## config.mk

```make
export PLATFORM = sky130hd
export DESIGN_NAME = adaptive_tempo_tracker
export DESIGN_NICKNAME = d
export VERILOG_FILES = /design/src/rtl/att_pkg.sv /design/src/rtl/adaptive_tempo_tracker.sv /design/src/rtl/att_ram.sv /design/src/rtl/att_div.sv
export SDC_FILE = /design/constraint.sdc
export NUM_CORES = 2
export LEC_CHECK = 0
export BUFFER_PORTS_ARGS = -buffer_cell sky130_fd_sc_hd__buf_2
export CELL_PAD_IN_SITES_DETAIL_PLACEMENT = 0
export CELL_PAD_IN_SITES_GLOBAL_PLACEMENT = 1
export CORE_AREA = 2 2 268 270
export CTS_BUF_LIST = sky130_fd_sc_hd__clkbuf_16
export DETAILED_ROUTE_END_ITERATION = 10
export DIE_AREA = 0 0 270 272
export PLACE_DENSITY_LB_ADDON = 0.1
export SYNTH_ARGS = -nofsm -noshare
export SYNTH_HDL_FRONTEND = slang
export SYNTH_HIERARCHICAL = 1
export SYNTH_SLANG_ARGS = --single-unit
```

## constraint.sdc

```tcl
create_clock -name clk -period 12.5 [get_ports clk]
set_input_delay 1.25 -clock clk [delete_from_list [all_inputs] [get_ports clk]]
set_output_delay 1.25 -clock clk [all_outputs]
set_load 0.01 [all_outputs]
```

## src/rtl/att_pkg.sv

```systemverilog
`default_nettype none
// ----------------------------------------------------------------------------
// att_pkg
// Shared constants, codes and handshake structs of the tempo tracker.
// ----------------------------------------------------------------------------
package att_pkg;

  localparam int MAX_HISTORY = 16;
  localparam int HIST_AW     = $clog2(MAX_HISTORY);
  localparam int TIMER_BITS  = 32;
  localparam int MS_BITS     = 16;
  localparam int SUM_BITS    = MS_BITS + HIST_AW + 1;
  localparam int MULT_BITS   = 24;
  localparam int DIVD_BITS   = 32;
  localparam int DIVR_BITS   = 24;
  localparam int CNT_BITS    = $clog2(DIVD_BITS);
  localparam int CFG_AW      = 3;
  localparam int CFG_DW      = 16;

  localparam logic [MULT_BITS-1:0] MULT_ONE = MULT_BITS'(65536);
  localparam logic [MULT_BITS-1:0] MULT_MAX = {MULT_BITS{1'b1}};
  localparam logic [MS_BITS-1:0]   MS_MAX   = {MS_BITS{1'b1}};

  // commands
  localparam logic [1:0] CMD_TICK     = 2'd0;
  localparam logic [1:0] CMD_NOTE_ON  = 2'd1;
  localparam logic [1:0] CMD_NOTE_OFF = 2'd2;
  localparam logic [1:0] CMD_RESTART  = 2'd3;

  // register indexes
  localparam logic [CFG_AW-1:0] REG_INTERVAL_MODE  = 3'd0;
  localparam logic [CFG_AW-1:0] REG_HISTORY_LENGTH = 3'd1;
  localparam logic [CFG_AW-1:0] REG_MIN_INTERVAL   = 3'd2;
  localparam logic [CFG_AW-1:0] REG_MAX_INTERVAL   = 3'd3;
  localparam logic [CFG_AW-1:0] REG_BEAT_THRESH    = 3'd4;
  localparam logic [CFG_AW-1:0] REG_SUBDIVISIONS   = 3'd5;
  localparam logic [CFG_AW-1:0] REG_SAMPLES_PER_MS = 3'd6;
  localparam logic [CFG_AW-1:0] REG_INITIAL_PERIOD = 3'd7;

  // register reset values
  localparam logic [4:0]  RST_HISTORY_LENGTH = 5'd4;
  localparam logic [15:0] RST_MIN_INTERVAL   = 16'd100;
  localparam logic [15:0] RST_MAX_INTERVAL   = 16'd2000;
  localparam logic [15:0] RST_BEAT_THRESH    = 16'd500;
  localparam logic [7:0]  RST_SUBDIVISIONS   = 8'd1;
  localparam logic [9:0]  RST_SAMPLES_PER_MS = 10'd48;
  localparam logic [15:0] RST_INITIAL_PERIOD = 16'd500;

  typedef struct packed {
    logic                 start;
    logic [DIVD_BITS-1:0] dividend;
    logic [DIVR_BITS-1:0] divisor;
  } div_req_t;

  typedef struct packed {
    logic                 done;
    logic [DIVD_BITS-1:0] quotient;
  } div_rsp_t;

endpackage
`default_nettype wire

```

## src/rtl/adaptive_tempo_tracker.sv

```systemverilog
`default_nettype none
// ----------------------------------------------------------------------------
// adaptive_tempo_tracker
// Follows playing tempo from tick, note-on, note-off and restart requests and
// returns the period multiplier (Q8.16) with every request.
// ----------------------------------------------------------------------------
// One request is handled at a time; each gives exactly one result. Tick,
// restart and a note that measures nothing go from EXEC straight to EMIT; a
// note whose interval falls outside the window runs the millisecond divide
// first, and an accepted interval then sums min(history_length, 16) history
// entries and runs the mean divide and, unless beat_thresh_ms or subdivisions
// is zero, the multiplier divide. EMIT waits while a result is still held in
// the output register. The divides use the shared bit-serial divider, which
// runs 32 steps each, and the sum reads the history RAM one entry per cycle.
// History entries not written since reset or restart read as the fill value
// held at that time.
module adaptive_tempo_tracker (
  input  wire logic                       clk,
  input  wire logic                       rst,
  input  wire logic                       s_tvalid,
  output      logic                       s_tready,
  input  wire logic [15:0]                s_tdata,   // sample_count
  input  wire logic [1:0]                 s_tuser,   // cmd
  output      logic                       m_tvalid,
  input  wire logic                       m_tready,
  output      logic [39:0]                m_tdata,   // period_multiplier, interval_ms
  output      logic                       m_tuser,   // updated
  input  wire logic                       cfg_we,
  input  wire logic [att_pkg::CFG_AW-1:0] cfg_index,
  input  wire logic [att_pkg::CFG_DW-1:0] cfg_data
);
  import att_pkg::*;

  localparam logic [2:0] ST_IDLE     = 3'd0;
  localparam logic [2:0] ST_EXEC     = 3'd1;
  localparam logic [2:0] ST_DIV_MS   = 3'd2;
  localparam logic [2:0] ST_SUM      = 3'd3;
  localparam logic [2:0] ST_DIV_MEAN = 3'd4;
  localparam logic [2:0] ST_DIV_MULT = 3'd5;
  localparam logic [2:0] ST_EMIT     = 3'd6;

  // configuration
  logic        interval_mode;
  logic [4:0]  history_length;
  logic [15:0] min_interval_ms;
  logic [15:0] max_interval_ms;
  logic [15:0] beat_thresh_ms;
  logic [7:0]  subdivisions;
  logic [9:0]  samples_per_ms;
  logic [15:0] initial_period_ms;

  // state
  logic [2:0]            state;
  logic [1:0]            cmd;
  logic [15:0]           count;
  logic [TIMER_BITS-1:0] sample_timer;
  logic [TIMER_BITS-1:0] last_note_time;
  logic [HIST_AW-1:0]    ptr;
  logic [MAX_HISTORY-1:0] hist_valid;
  logic [MS_BITS-1:0]    fill_value;
  logic [MULT_BITS-1:0]  multiplier;
  logic [HIST_AW:0]      n_len;
  logic [HIST_AW:0]      rd_cnt;
  logic                  rd_pend;
  logic                  rd_valid;
  logic [SUM_BITS-1:0]   sum;
  logic [MULT_BITS-1:0]  prod;
  logic [MS_BITS-1:0]    ms;
  logic                  upd;
  div_req_t              div_req;
  div_rsp_t              div_rsp;

  // output register
  logic [MULT_BITS-1:0]  out_mult;
  logic [MS_BITS-1:0]    out_ms;
  logic                  out_upd;

  // history RAM
  logic                  ram_we;
  logic [HIST_AW-1:0]    ram_raddr;
  logic [MS_BITS-1:0]    ram_rdata;

  logic                  in_window;
  logic                  rd_issue;
  logic                  out_free;
  logic                  measure_on;
  logic                  div_go;
  logic [TIMER_BITS-1:0] elapsed;
  logic [DIVR_BITS-1:0]  spm_div;

  assign s_tready   = state == ST_IDLE;
  assign out_free   = !m_tvalid || m_tready;
  assign in_window  = (div_rsp.quotient > DIVD_BITS'(min_interval_ms)) &&
                      (div_rsp.quotient < DIVD_BITS'(max_interval_ms));
  assign ram_we     = (state == ST_DIV_MS) && div_rsp.done && in_window;
  assign rd_issue   = (state == ST_SUM) && (rd_cnt < n_len);
  assign ram_raddr  = HIST_AW'(ptr - HIST_AW'(1) - rd_cnt[HIST_AW-1:0]);
  assign elapsed    = sample_timer - last_note_time;
  assign spm_div    = (samples_per_ms == '0) ? DIVR_BITS'(1) : DIVR_BITS'(samples_per_ms);
  assign measure_on = (history_length != '0) &&
                      (((cmd == CMD_NOTE_ON) && !interval_mode) ||
                       ((cmd == CMD_NOTE_OFF) && interval_mode));
  assign div_go     = ((state == ST_EXEC) && measure_on) ||
                      ((state == ST_SUM) && !rd_issue && !rd_pend) ||
                      ((state == ST_DIV_MEAN) && div_rsp.done && (prod != '0));

  att_ram #(
    .WIDTH (MS_BITS),
    .DEPTH (MAX_HISTORY)
  ) u_hist (
    .clk   (clk),
    .we    (ram_we),
    .waddr (ptr),
    .wdata (div_rsp.quotient[MS_BITS-1:0]),
    .raddr (ram_raddr),
    .rdata (ram_rdata)
  );

  att_div u_div (
    .clk (clk),
    .rst (rst),
    .req (div_req),
    .rsp (div_rsp)
  );

  always_ff @(posedge clk) begin
    if (rst) begin
      interval_mode     <= 1'b0;
      history_length    <= RST_HISTORY_LENGTH;
      min_interval_ms   <= RST_MIN_INTERVAL;
      max_interval_ms   <= RST_MAX_INTERVAL;
      beat_thresh_ms    <= RST_BEAT_THRESH;
      subdivisions      <= RST_SUBDIVISIONS;
      samples_per_ms    <= RST_SAMPLES_PER_MS;
      initial_period_ms <= RST_INITIAL_PERIOD;
    end else if (cfg_we) begin
      unique case (cfg_index)
        REG_INTERVAL_MODE:  interval_mode     <= cfg_data[0];
        REG_HISTORY_LENGTH: history_length    <= cfg_data[4:0];
        REG_MIN_INTERVAL:   min_interval_ms   <= cfg_data;
        REG_MAX_INTERVAL:   max_interval_ms   <= cfg_data;
        REG_BEAT_THRESH:    beat_thresh_ms    <= cfg_data;
        REG_SUBDIVISIONS:   subdivisions      <= cfg_data[7:0];
        REG_SAMPLES_PER_MS: samples_per_ms    <= cfg_data[9:0];
        REG_INITIAL_PERIOD: initial_period_ms <= cfg_data;
        default: ;
      endcase
    end
  end

  always_ff @(posedge clk) begin
    if (rst) begin
      state          <= ST_IDLE;
      sample_timer   <= '0;
      last_note_time <= '0;
      ptr            <= '0;
      hist_valid     <= '0;
      fill_value     <= RST_INITIAL_PERIOD;
      multiplier     <= MULT_ONE;
      rd_pend        <= 1'b0;
      div_req.start  <= 1'b0;
      m_tvalid       <= 1'b0;
    end else begin
      div_req.start <= div_go;
      if ((state == ST_EMIT) && out_free) begin
        m_tvalid <= 1'b1;
      end else if (m_tvalid && m_tready) begin
        m_tvalid <= 1'b0;
      end
      unique case (state)
        ST_IDLE: begin
          if (s_tvalid) begin
            cmd   <= s_tuser;
            count <= s_tdata;
            state <= ST_EXEC;
          end
        end
        ST_EXEC: begin
          upd   <= 1'b0;
          ms    <= '0;
          n_len <= (history_length > 5'(MAX_HISTORY)) ? (HIST_AW+1)'(MAX_HISTORY)
                                                     : (HIST_AW+1)'(history_length);
          state <= measure_on ? ST_DIV_MS : ST_EMIT;
          case (cmd)
            CMD_TICK: sample_timer <= sample_timer + TIMER_BITS'(count);
            CMD_NOTE_ON: last_note_time <= sample_timer;
            CMD_RESTART: begin
              hist_valid <= '0;
              ptr        <= '0;
              fill_value <= initial_period_ms;
              multiplier <= MULT_ONE;
            end
            default: ;
          endcase
          if (measure_on) begin
            div_req.dividend <= DIVD_BITS'(elapsed);
            div_req.divisor  <= spm_div;
          end
        end
        ST_DIV_MS: begin
          if (div_rsp.done) begin
            ms <= (div_rsp.quotient > DIVD_BITS'(MS_MAX)) ? MS_MAX
                                                         : div_rsp.quotient[MS_BITS-1:0];
            if (in_window) begin
              upd             <= 1'b1;
              hist_valid[ptr] <= 1'b1;
              ptr             <= ptr + HIST_AW'(1);
              sum             <= '0;
              rd_cnt          <= '0;
              state           <= ST_SUM;
            end else begin
              state <= ST_EMIT;
            end
          end
        end
        ST_SUM: begin
          prod    <= MULT_BITS'(beat_thresh_ms) * MULT_BITS'(subdivisions);
          rd_pend <= rd_issue;
          if (rd_issue) begin
            rd_valid <= hist_valid[ram_raddr];
            rd_cnt   <= rd_cnt + (HIST_AW+1)'(1);
          end
          if (rd_pend) begin
            sum <= sum + SUM_BITS'(rd_valid ? ram_rdata : fill_value);
          end
          if (!rd_issue && !rd_pend) begin
            div_req.dividend <= DIVD_BITS'(sum);
            div_req.divisor  <= DIVR_BITS'(n_len);
            state            <= ST_DIV_MEAN;
          end
        end
        ST_DIV_MEAN: begin
          if (div_rsp.done) begin
            if (prod == '0) begin
              multiplier <= MULT_MAX;
              state      <= ST_EMIT;
            end else begin
              div_req.dividend <= {div_rsp.quotient[MS_BITS-1:0], {MS_BITS{1'b0}}};
              div_req.divisor  <= prod;
              state            <= ST_DIV_MULT;
            end
          end
        end
        ST_DIV_MULT: begin
          if (div_rsp.done) begin
            multiplier <= (div_rsp.quotient[DIVD_BITS-1:MULT_BITS] != '0) ? MULT_MAX
                          : div_rsp.quotient[MULT_BITS-1:0];
            state      <= ST_EMIT;
          end
        end
        ST_EMIT: begin
          if (out_free) begin
            out_mult <= multiplier;
            out_ms   <= ms;
            out_upd  <= upd;
            state    <= ST_IDLE;
          end
        end
        default: state <= ST_IDLE;
      endcase
    end
  end

  assign m_tdata = {out_ms, out_mult};
  assign m_tuser = out_upd;

`ifndef SYNTHESIS
  a_accept_exec: assert property (@(posedge clk) disable iff (rst)
    s_tvalid && s_tready |=> state == ST_EXEC)
    else $error("accepted request did not start execution");
  a_upd_nonzero: assert property (@(posedge clk) disable iff (rst)
    m_tvalid && m_tuser |-> m_tdata[39:24] != '0)
    else $error("accepted interval reported as zero");
  a_done_in_div: assert property (@(posedge clk) disable iff (rst)
    div_rsp.done |-> (state == ST_DIV_MS || state == ST_DIV_MEAN || state == ST_DIV_MULT))
    else $error("divider result outside a divide state");
  a_sum_bound: assert property (@(posedge clk) disable iff (rst)
    state == ST_SUM |-> rd_cnt <= n_len)
    else $error("history read count beyond history length");
`endif

endmodule
`default_nettype wire

```

## src/rtl/att_ram.sv

```systemverilog
`default_nettype none
// ----------------------------------------------------------------------------
// att_ram
// Generic RAM: one write port, one read port, registered read data.
// ----------------------------------------------------------------------------
module att_ram #(
  parameter int WIDTH = 16,
  parameter int DEPTH = 16
) (
  input  wire logic                     clk,
  input  wire logic                     we,
  input  wire logic [$clog2(DEPTH)-1:0] waddr,
  input  wire logic [WIDTH-1:0]         wdata,
  input  wire logic [$clog2(DEPTH)-1:0] raddr,
  output      logic [WIDTH-1:0]         rdata
);

  logic [WIDTH-1:0] mem [DEPTH];

  always_ff @(posedge clk) begin
    if (we) begin
      mem[waddr] <= wdata;
    end
    rdata <= mem[raddr];
  end

endmodule
`default_nettype wire

```

## src/rtl/att_div.sv

```systemverilog
`default_nettype none
// ----------------------------------------------------------------------------
// att_div
// Bit-serial restoring divider, one quotient bit per cycle. Divisor must be
// nonzero.
// ----------------------------------------------------------------------------
module att_div (
  input  wire logic              clk,
  input  wire logic              rst,
  input  wire att_pkg::div_req_t req,
  output      att_pkg::div_rsp_t rsp
);
  import att_pkg::*;

  logic                 busy;
  logic                 done;
  logic [CNT_BITS-1:0]  cnt;
  logic [DIVD_BITS-1:0] quo;
  logic [DIVR_BITS-1:0] rem;
  logic [DIVR_BITS-1:0] dvs;
  logic [DIVR_BITS:0]   trial;
  logic                 fits;

  assign trial = {rem, quo[DIVD_BITS-1]};
  assign fits  = trial >= {1'b0, dvs};

  always_ff @(posedge clk) begin
    if (rst) begin
      busy <= 1'b0;
      done <= 1'b0;
      cnt  <= '0;
    end else begin
      done <= 1'b0;
      if (req.start) begin
        busy <= 1'b1;
        cnt  <= '0;
      end else if (busy) begin
        cnt <= cnt + CNT_BITS'(1);
        if (cnt == CNT_BITS'(DIVD_BITS - 1)) begin
          busy <= 1'b0;
          done <= 1'b1;
        end
      end
    end
  end

  always_ff @(posedge clk) begin
    if (req.start) begin
      quo <= req.dividend;
      rem <= '0;
      dvs <= req.divisor;
    end else if (busy) begin
      quo <= {quo[DIVD_BITS-2:0], fits};
      rem <= fits ? DIVR_BITS'(trial - {1'b0, dvs}) : trial[DIVR_BITS-1:0];
    end
  end

  assign rsp.done     = done;
  assign rsp.quotient = quo;

`ifndef SYNTHESIS
  a_done_after_busy: assert property (@(posedge clk) disable iff (rst)
    done |-> $past(busy))
    else $error("divider done without a running division");
  a_no_start_busy: assert property (@(posedge clk) disable iff (rst)
    req.start |-> !busy)
    else $error("divider restarted while busy");
  a_done_pulse: assert property (@(posedge clk) disable iff (rst)
    done |=> !done)
    else $error("divider done held longer than one cycle");
`endif

endmodule
`default_nettype wire

```

==> out/metrics.yaml <==
status:
  status: "finished clean"
timing:
  setup_viol: 0
  clock.fmax_mhz: 188
  final.period_utilization_pct: 42.5
  slew_viol_final: 0
  finalWorstPathRequiredPeriod_ps: 5310
  worst-slew-pin-transition_ps: 1420
  timing.setup.tns_ps: 0
  layout_setup_ws_ps: 7190
  fin_skew_ps: 30.7
  rsz0062_at_grt: "no"
  slew_headroom_pct: 5.46
  hold_viol: 0
  hold_slack_ps: 403
cts:
  clkSinkCount: 765
  ctsLongestPathBuffers: 3
  cts.repair.resized: 0
  cts_setup_buffers: 0
  ctsHoldBuffers: 0
  cts_tree: "done"
  htreeDepth: 3
  cts_made_buffers: 82
  clock_tree.root_cell: "clkbuf_16"
  clock_latency_ps: 650
  path_clk_slew_ps: 60
floorplan:
  num_io_pins: 85
  rows: 98
  die_height_um: 272
  fp.dieW_um: 270
  die_area_um2: 73400
  core-area_um2: 70800
  initial_core_util_pct: 54.4
yosys:
  synth-edff-count: 500
  yosysUniqueCellTypes: 94
  synth_cells: 3424
  synth_top_flop_cell: "edfxtp_1"
  synth_fp_nets: 3731
  synthArstFlopShare_pct: 0
  ys_seq_area_share_pct: 52.8
  synth-seq-cells: 765
  synthesis.area_um2: 38500
  ys_warn_count: 6
  avgSynthCellArea_um2: 11.2
setup_path:
  rr_worst_depth: 16
  critPathCapture: "prod[23]"
  slowest_delay_ps: 730
  slowest_stage: "dfxtp_1"
  required_ps: 12870
  crit_fanout: 17
  critical_path.startpoint_type: "flop"
  end_kind: "flop"
  crit_type: "flop to flop"
  reg2reg_slack_ps: 7190
  critical_path_arrival_ps: 5680
  critPathLaunch: "subdivisions[7]"
  crit_chain: "nand2_1, fa_1, fa_1, inv_1, fa_1, inv_1, fa_1, inv_1, ha_1, o2111a_1, o31ai_2, a31oi_1, a2111oi_0, o21bai_1, a21oi_1, xnor2_1"
  r2r_start: "subdivisions[7]"
  path_common_cell: "fa_1"
  timing.rr.end: "prod[23]"
routing:
  ant_nets: 0
  drc_errors: 0
  firstDrtPassIters: 5
  wirelength_um: 100000
  vias: 26600
  viasPerCell: 5.87
  wl_per_cell_um: 22.1
  first_iter_violations: 2778
global_routing:
  grt_max_degree: 84
  grt_pass1_wl_um: 154000
  overflow: 0
  gr-usage-all-layers_pct: 27.3
  grt_pass1_vias: 25600
  antenna_found_initial: 1
layout:
  syn_to_final_growth_pct: 10.9
  final_cell_mix: "500 x edfxtp_1, 499 x nand2_1, 263 x dfxtp_1, 248 x inv_1, 248 x a21oi_1"
  antenna_cells: 0
  final_net_count: 3811
  final_cells: 4524
  nFillCells: 5795
  drive_gt1_share_pct: 12.1
  layout_commonest_cell: "edfxtp_1"
hold_path:
  hold_path_class: "flop to flop"
  min_path_cells: 0
  worstHoldStart: "div_req[3]"
power_and_ir_drop:
  vdd_ir_drop_max_mv: 0.137
  power_uw: 7460
  p_per_area_nw_per_um2: 175
  leakagePower_uw: 0.0165
job:
  drv_cap: 0
placement:
  routabilityCongestion: 0.902
  hpwl_um: 70500
  placed_cells: 4370
  io_buffers: 84
  place_ws_ps: 7160
==> worst max-delay path: cells and delay by family (launching register included) <==
family	cells	cell delay, ps
compound gates	6	1430
xor+xnor	1	90
fa+ha+maj	5	2480
buf+inv	3	150
flops	1	730
simple gates	1	170
==> flip-flops by register name (all words and copies together), names as in the netlist, 32 cells and up <==
| register | flops |
|---|---|
| u_hist/mem | 256 |
| div_req | 57 |
| last_note_time | 32 |
| sample_timer | 32 |
| u_div/quo | 32 |
==> where the power goes <==
group | leakage (uW) | internal (uW) | switching, uW
sequential | 0.00668 | 3070 | 166
combinational | 0.00841 | 643 | 1180
clock | 0.00138 | 1350 | 1050
total | 0.0165 | 5070 | 2400
==> cell usage after synthesis, types with 19 or more instances <==
| library cell | count | area, um2 |
|---|---|---|
| a22oi_1 | 42 | 315 |
| and3_1 | 49 | 307 |
| mux4_2 | 58 | 1310 |
| xnor2_1 | 58 | 508 |
| nor2b_1 | 38 | 238 |
| xor2_1 | 38 | 333 |
| nand2_1 | 499 | 1870 |
| a21oi_1 | 249 | 1250 |
| edfxtp_1 | 500 | 15000 |
| dfxtp_1 | 265 | 5310 |
| ha_1 | 176 | 2200 |
| fa_1 | 89 | 1780 |
| a21o_1 | 59 | 443 |
| nand2b_1 | 21 | 131 |
| nor3_1 | 41 | 205 |
| nor2_1 | 183 | 687 |
| and2_1 | 111 | 694 |
| nand3_1 | 80 | 400 |
| nand4_1 | 19 | 119 |
| inv_1 | 232 | 871 |
| mux2_2 | 50 | 563 |
| clkbuf_1 | 107 | 402 |
| o21ai_0 | 105 | 526 |
==> layout make-up <==
class / instances / area, um2 / area share, %
flip-flops and latches: 765 / 20300 / 47.6
multi-input cells: 2278 / 16700 / 39.2
clock buffers: 83 / 2080 / 4.87
well taps: 950 / 1190 / 2.78
inverters: 234 / 878 / 2.06
repair buffers: 143 / 870 / 2.04
clock inverters: 71 / 607 / 1.42
==> cell families (layout without fill, tap and decap cells) <==
| family | after synthesis | in the layout | share of synthesized area (%) |
|---|---|---|---|
| compound gates | 652 | 652 | 11.0 |
| xor+xnor | 96 | 96 | 2.18 |
| fa+ha+maj | 265 | 265 | 10.3 |
| buf+inv | 381 | 531 | 3.90 |
| flops | 765 | 765 | 52.8 |
| mux | 143 | 143 | 6.21 |
| simple gates | 1122 | 1122 | 13.6 |
==> stage by stage <==
stage,util [%],cell area [um2]
finish,60.3,42700
global route,60.3,42700
CTS,60.3,42700
detailed placement,56.5,40000
global placement,56.5,40000
floorplan,-,38500
==> routing by layer <==
| metal | part of all wire [%] | GRT usage [%] | vias up |
|---|---|---|---|
| met5 | 0 | 0 | - |
| met2 | 45 | 42.0 | 981 |
| met4 | 2.8 | 7.94 | 0 |
| met3 | 6.8 | 3.50 | 148 |
| li1 | - | - | 12400 |
| met1 | 46 | 40.8 | 13100 |
==> how the worst min path moves through the flow <==
stage,to
after floorplan,m_tuser
after global placement,u_div/dvs[8]
after detailed placement,out_ms[10]
after CTS,u_div/dvs[3]
after global routing,u_div/dvs[7]
final,u_div/dvs[3]
Power figures use the tool's default switching activity.
